==> config.mk <==
export PLATFORM = sky130hd
export DESIGN_NAME = hoc_ctrl
export DESIGN_NICKNAME = d
export VERILOG_FILES = /design/src/hw/rtl/hoc_pkg.sv /design/src/hw/rtl/hoc_ctrl.sv
export SDC_FILE = /design/constraint.sdc
export NUM_CORES = 1
export LEC_CHECK = 0
export ABC_AREA = 1
export ABC_CLOCK_PERIOD_IN_PS = 2300
export BUFFER_PORTS_ARGS = -buffer_cell sky130_fd_sc_hd__clkbuf_2
export CORE_UTILIZATION = 35
export DETAILED_ROUTE_END_ITERATION = 12
export HOLD_SLACK_MARGIN = 0.03
export REMOVE_ABC_BUFFERS = 1
export SYNTH_ARGS = -nofsm -noshare
export SYNTH_HDL_FRONTEND = slang
export SYNTH_SLANG_ARGS = --single-unit
==> constraint.sdc <==
create_clock -name clk -period 2.3 [get_ports clk]
set_clock_uncertainty 0.2 [all_clocks]
set_input_delay 0.23 -clock clk [delete_from_list [all_inputs] [get_ports clk]]
set_output_delay 0.23 -clock clk [all_outputs]
set_load 0.005 [all_outputs]
==> src/hw/rtl/hoc_pkg.sv <==
`default_nettype none
package hoc_pkg;

  localparam int COUNT_W = 32;
  localparam int CUT_W   = 7;
  localparam logic [CUT_W-1:0] CUT_NONE = 7'h7F;

  typedef enum logic [3:0] {
    ST_LOAD, ST_START, ST_READ, ST_ACCUM, ST_MSTART, ST_MWAIT,
    ST_DIFF, ST_CHECK, ST_CMP, ST_NEXT, ST_OUT
  } state_t;

  // multiplier jobs: MT*W, M*N, d*d, W*(N-W), num*best_den, best_num*den
  typedef enum logic [2:0] {
    OP_AW, OP_BN, OP_DD, OP_DEN, OP_LR, OP_RR
  } mul_op_t;

  typedef enum logic [1:0] {
    RES_NEG1, RES_ZERO, RES_BEST
  } res_sel_t;

  typedef struct packed {
    logic     load;
    logic     clear;
    logic     init;
    logic     rd;
    logic     acc;
    logic     mul_start;
    logic     cap;
    logic     diff;
    logic     take;
    logic     next;
    logic     out_load;
    mul_op_t  op;
    res_sel_t res_sel;
  } cmd_t;

  typedef struct packed {
    logic n_lt2;
    logic more;
    logic k_zero;
    logic den_zero;
    logic gt;
    logic mul_done;
  } stat_t;

endpackage
`default_nettype wire

==> src/hw/rtl/hoc_ctrl.sv <==
`default_nettype none
module hoc_ctrl (
  input  wire logic           clk,
  input  wire logic           rst_n,
  input  wire logic           in_valid,
  input  wire logic           in_last,
  output logic                in_ready,
  output logic                out_valid,
  input  wire logic           out_ready,
  input  wire hoc_pkg::stat_t stat,
  output hoc_pkg::cmd_t       cmd
);
  hoc_pkg::state_t   state_r, state_nxt;
  hoc_pkg::mul_op_t  op_r, op_nxt;
  hoc_pkg::res_sel_t sel_r, sel_nxt;
  logic              ov_r, ov_nxt;

  always_ff @(posedge clk) begin
    if (!rst_n) begin
      state_r <= hoc_pkg::ST_LOAD;
      op_r    <= hoc_pkg::OP_AW;
      sel_r   <= hoc_pkg::RES_NEG1;
      ov_r    <= 1'b0;
    end else begin
      state_r <= state_nxt;
      op_r    <= op_nxt;
      sel_r   <= sel_nxt;
      ov_r    <= ov_nxt;
    end
  end

  always_comb begin
    state_nxt   = state_r;
    op_nxt      = op_r;
    sel_nxt     = sel_r;
    ov_nxt      = ov_r && !out_ready;
    cmd         = '0;
    cmd.op      = op_r;
    cmd.res_sel = sel_r;
    in_ready    = 1'b0;
    case (state_r)
      hoc_pkg::ST_LOAD: begin
        in_ready = 1'b1;
        if (in_valid) begin
          cmd.load = 1'b1;
          if (in_last) state_nxt = hoc_pkg::ST_START;
        end
      end
      hoc_pkg::ST_START: begin
        if (stat.n_lt2) begin
          sel_nxt   = hoc_pkg::RES_NEG1;
          state_nxt = hoc_pkg::ST_OUT;
        end else begin
          cmd.init  = 1'b1;
          state_nxt = hoc_pkg::ST_READ;
        end
      end
      hoc_pkg::ST_READ: begin
        cmd.rd    = 1'b1;
        state_nxt = hoc_pkg::ST_ACCUM;
      end
      hoc_pkg::ST_ACCUM: begin
        cmd.acc   = 1'b1;
        op_nxt    = hoc_pkg::OP_AW;
        state_nxt = hoc_pkg::ST_MSTART;
      end
      hoc_pkg::ST_MSTART: begin
        cmd.mul_start = 1'b1;
        state_nxt     = hoc_pkg::ST_MWAIT;
      end
      hoc_pkg::ST_MWAIT: begin
        if (stat.mul_done) begin
          cmd.cap = 1'b1;
          case (op_r)
            hoc_pkg::OP_AW: begin
              op_nxt    = hoc_pkg::OP_BN;
              state_nxt = hoc_pkg::ST_MSTART;
            end
            hoc_pkg::OP_BN:  state_nxt = hoc_pkg::ST_DIFF;
            hoc_pkg::OP_DD: begin
              op_nxt    = hoc_pkg::OP_DEN;
              state_nxt = hoc_pkg::ST_MSTART;
            end
            hoc_pkg::OP_DEN: state_nxt = hoc_pkg::ST_CHECK;
            hoc_pkg::OP_LR: begin
              op_nxt    = hoc_pkg::OP_RR;
              state_nxt = hoc_pkg::ST_MSTART;
            end
            hoc_pkg::OP_RR:  state_nxt = hoc_pkg::ST_CMP;
            default:         state_nxt = hoc_pkg::ST_NEXT;
          endcase
        end
      end
      hoc_pkg::ST_DIFF: begin
        cmd.diff  = 1'b1;
        op_nxt    = hoc_pkg::OP_DD;
        state_nxt = hoc_pkg::ST_MSTART;
      end
      hoc_pkg::ST_CHECK: begin
        if (stat.k_zero) begin
          if (stat.den_zero) begin
            // degenerate first split pins the answer at bin 0
            sel_nxt   = hoc_pkg::RES_ZERO;
            state_nxt = hoc_pkg::ST_OUT;
          end else begin
            cmd.take  = 1'b1;
            state_nxt = hoc_pkg::ST_NEXT;
          end
        end else if (stat.den_zero) begin
          state_nxt = hoc_pkg::ST_NEXT;
        end else begin
          op_nxt    = hoc_pkg::OP_LR;
          state_nxt = hoc_pkg::ST_MSTART;
        end
      end
      hoc_pkg::ST_CMP: begin
        cmd.take  = stat.gt;
        state_nxt = hoc_pkg::ST_NEXT;
      end
      hoc_pkg::ST_NEXT: begin
        if (stat.more) begin
          cmd.next  = 1'b1;
          state_nxt = hoc_pkg::ST_READ;
        end else begin
          sel_nxt   = hoc_pkg::RES_BEST;
          state_nxt = hoc_pkg::ST_OUT;
        end
      end
      hoc_pkg::ST_OUT: begin
        if (!ov_r || out_ready) begin
          cmd.out_load = 1'b1;
          cmd.clear    = 1'b1;
          ov_nxt       = 1'b1;
          state_nxt    = hoc_pkg::ST_LOAD;
        end
      end
      default: state_nxt = hoc_pkg::ST_LOAD;
    endcase
  end

  assign out_valid = ov_r;
endmodule
`default_nettype wire

==> flow_summary.ini <==
[routing]
vias_per_cell = 4.76
drt_iter0_markers = 13
wire_per_inst_um = 11.0
route.detailed.drc = 0
via_count = 913
first_pass_iters = 4
final_antenna_net_count = 0
wl_mm = 2.10

[clock_tree]
cts_resized = 0
clk_latency_ns = 0.26
clock_path_buffers = 2
clockRootBuffer = clkbuf_4
cts_tree = built
postCtsHoldBufs = 1
cts.sinks = 10
cts_buffers = 3
post_cts_buffers = 0
path_clk_slew_ns = 0.06
cts-htree-levels = 1

[global_routing]
grt_max_degree = 8
grt_util_all_layers_pct = 19.9
grt_pass1_wl_mm = 3.69
overflow = 0
antenna_found_initial = 0
grt_pass1_vias = 877

[timing]
fin_setup_tns_ns = 0
hold_viol = 0
grt_setup_unrepaired = false
fin_crit_sh_pct = 85.1
fmax_ghz = 0.511
setup_viol_count_final = 0
relSlewSlack_pct = 64.4
period_needed_ns = 1.96
drv_slew = 0
worstMarginPinSlew_ns = 0.532

[placement]
portBuffers = 28
gp_congestion = 0.858
dp.cells = 188
dp_hpwl_mm = 1.76
placed_cell_area_sq_um = 961

[setup_path]
ff2ff_setup_slack_ns = 0.66
end_kind = output pin
path_class = reg -> out
cp_max_fo = 5
crit_start = state_r[3]
regToRegStartpoint = state_r[1]
cp.arrival_ns = 1.53
cp-start-kind = flop
cp.required_ns = 1.87
ff2ff_path_depth = 6
r2r-end = state_r[3]

[floorplanning]
core_area_sq_mm = 0.00204
die_y_um = 49.6
fp.dieW_um = 49.6
io_pins = 29
die_area_sq_mm = 0.00246
start_util_pct = 38.9
row_count = 16

[synth]
synthCells = 134
synth_cell_types = 19
yosys_register_bits = 10
syn_area_per_cell_sq_um = 5.93
yosysTopAreaCell = dfxtp_1
netlist_area_sq_um = 795
synth.yosys.seq_area_share_pct = 25.2
netlist_top_cells_area = dfxtp_1, nand2_1, inv_1
ys_warn_count = 0
synth_top_area_share_pct = 25.2

[worst_hold_path]
hold_class = in -> reg
whs_path_depth = 4
min_from = out_ready
hold_path_end = out_valid

[run]
max_cap_violations = 0

[cells_and_area]
diodes = 0
drive_gt1_share_pct = 24.8
syn2layout_area_growth_pct = 25.0
final_nets = 182
final_cell_area_sq_um = 993
fin_cells = 192

[power_and_ir_drop]
p_switching_uw = 131
switching_share_pct = 31.9
p_comb_share_pct = 25.9
p_int_uw = 279
vdd_drop_max_mv = 0.354
p_per_area_mw_per_mm2 = 412
seq_power_share_pct = 45.5
p_leak_uw = 0.000551
pwr-share-clk_pct = 28.6

[status]
outcome = complete, no violations
through the flow:
step	hold WS [ns]	total power, uW	util [%]	setup WS (ns)
after floorplan	0.150	254	-	0.907
after global placement	0.250	294	47.1	0.678
after detailed placement	0.261	294	47.1	0.650
after CTS	0.0737	418	48.7	0.351
after global routing	0.0986	440	48.7	0.182
final	0.0837	409	48.7	0.342
cell type report:
cell class	instances	area (sq um)
Tap cell	27	33.8
Inverter	25	93.8
Timing Repair Buffer	29	150
Fill cell	248	1050
Clock buffer	3	22.5
Sequential cell	10	200
Multi-Input combinational cell	98	493
cells by family after synthesis:
logic type | share of synthesized area, %
AND/OR/NAND/NOR | 41.3
flip-flops | 25.2
AO/OA/AOI/OAI | 14.5
buffers and inverters | 12.8
adder cells (fa/ha/maj) | 6.30
state kept, by name, summed over array words and instances (netlist names):
name	cells
op_r	3
state_r	4
out_valid	1
sel_r	2
how the worst max path moves through the flow:
stage                         end
after floorplan           cmd[14]
after global placement    cmd[14]
after detailed placement  cmd[14]
after CTS                 cmd[14]
after global routing       cmd[5]
final                     cmd[14]
power groups by stage:
stage,logic [uW],registers [uW],clock network (uW)
2_1_floorplan,66.0,188,0
3_3_place_gp,104,190,0
3_5_place_dp,104,190,0
4_1_cts,106,186,126
5_1_grt,121,187,132
6_report,106,186,117
layout by cell type, fill, tap and decap left out:
cell type,netlist,routed
dfxtp_1,10,10
a31o_2,2,2
a21oi_1,10,10
nor2_2,3,3
nor2_1,21,21
a32o_1,1,1
dlygate4sd3_1,0,1
o21ai_2,2,2
and3_1,1,1
clkbuf_2,0,28
inv_1,25,25
o21ai_0,4,4
nand3_2,1,1
nand3b_1,1,1
nand2_4,1,1
nand2_1,38,38
nand4_1,1,1
ha_1,4,4
nand3_1,7,7
nor2_4,1,1
clkbuf_4,0,3
synth_stat cells, drive strengths merged:
cell type / number
inv: 25
and3: 1
o21ai: 6
nor2: 25
ha: 4
nand3b: 1
dfxtp: 10
buf: 1
a31o: 2
a21oi: 10
nand3: 8
nand2: 39
a32o: 1
nand4: 1
worst max-delay path: stages (launching register included):
cell and delay, ns:
dfxtp_1 0.35, inv_1 0.10, nor2_1 0.32, nand2_1 0.17, a21oi_1 0.18, clkbuf_2 0.14
routing by layer:
layer  routed length (um)  GRT usage (%)  part of all wire [%]
met5                    0              0                     0
met4                   44           6.19                   2.1
met2                 1010           34.5                    48
met1                  922           23.9                    44
met3                  129           4.63                   6.1
Power figures use the tool's default switching activity.
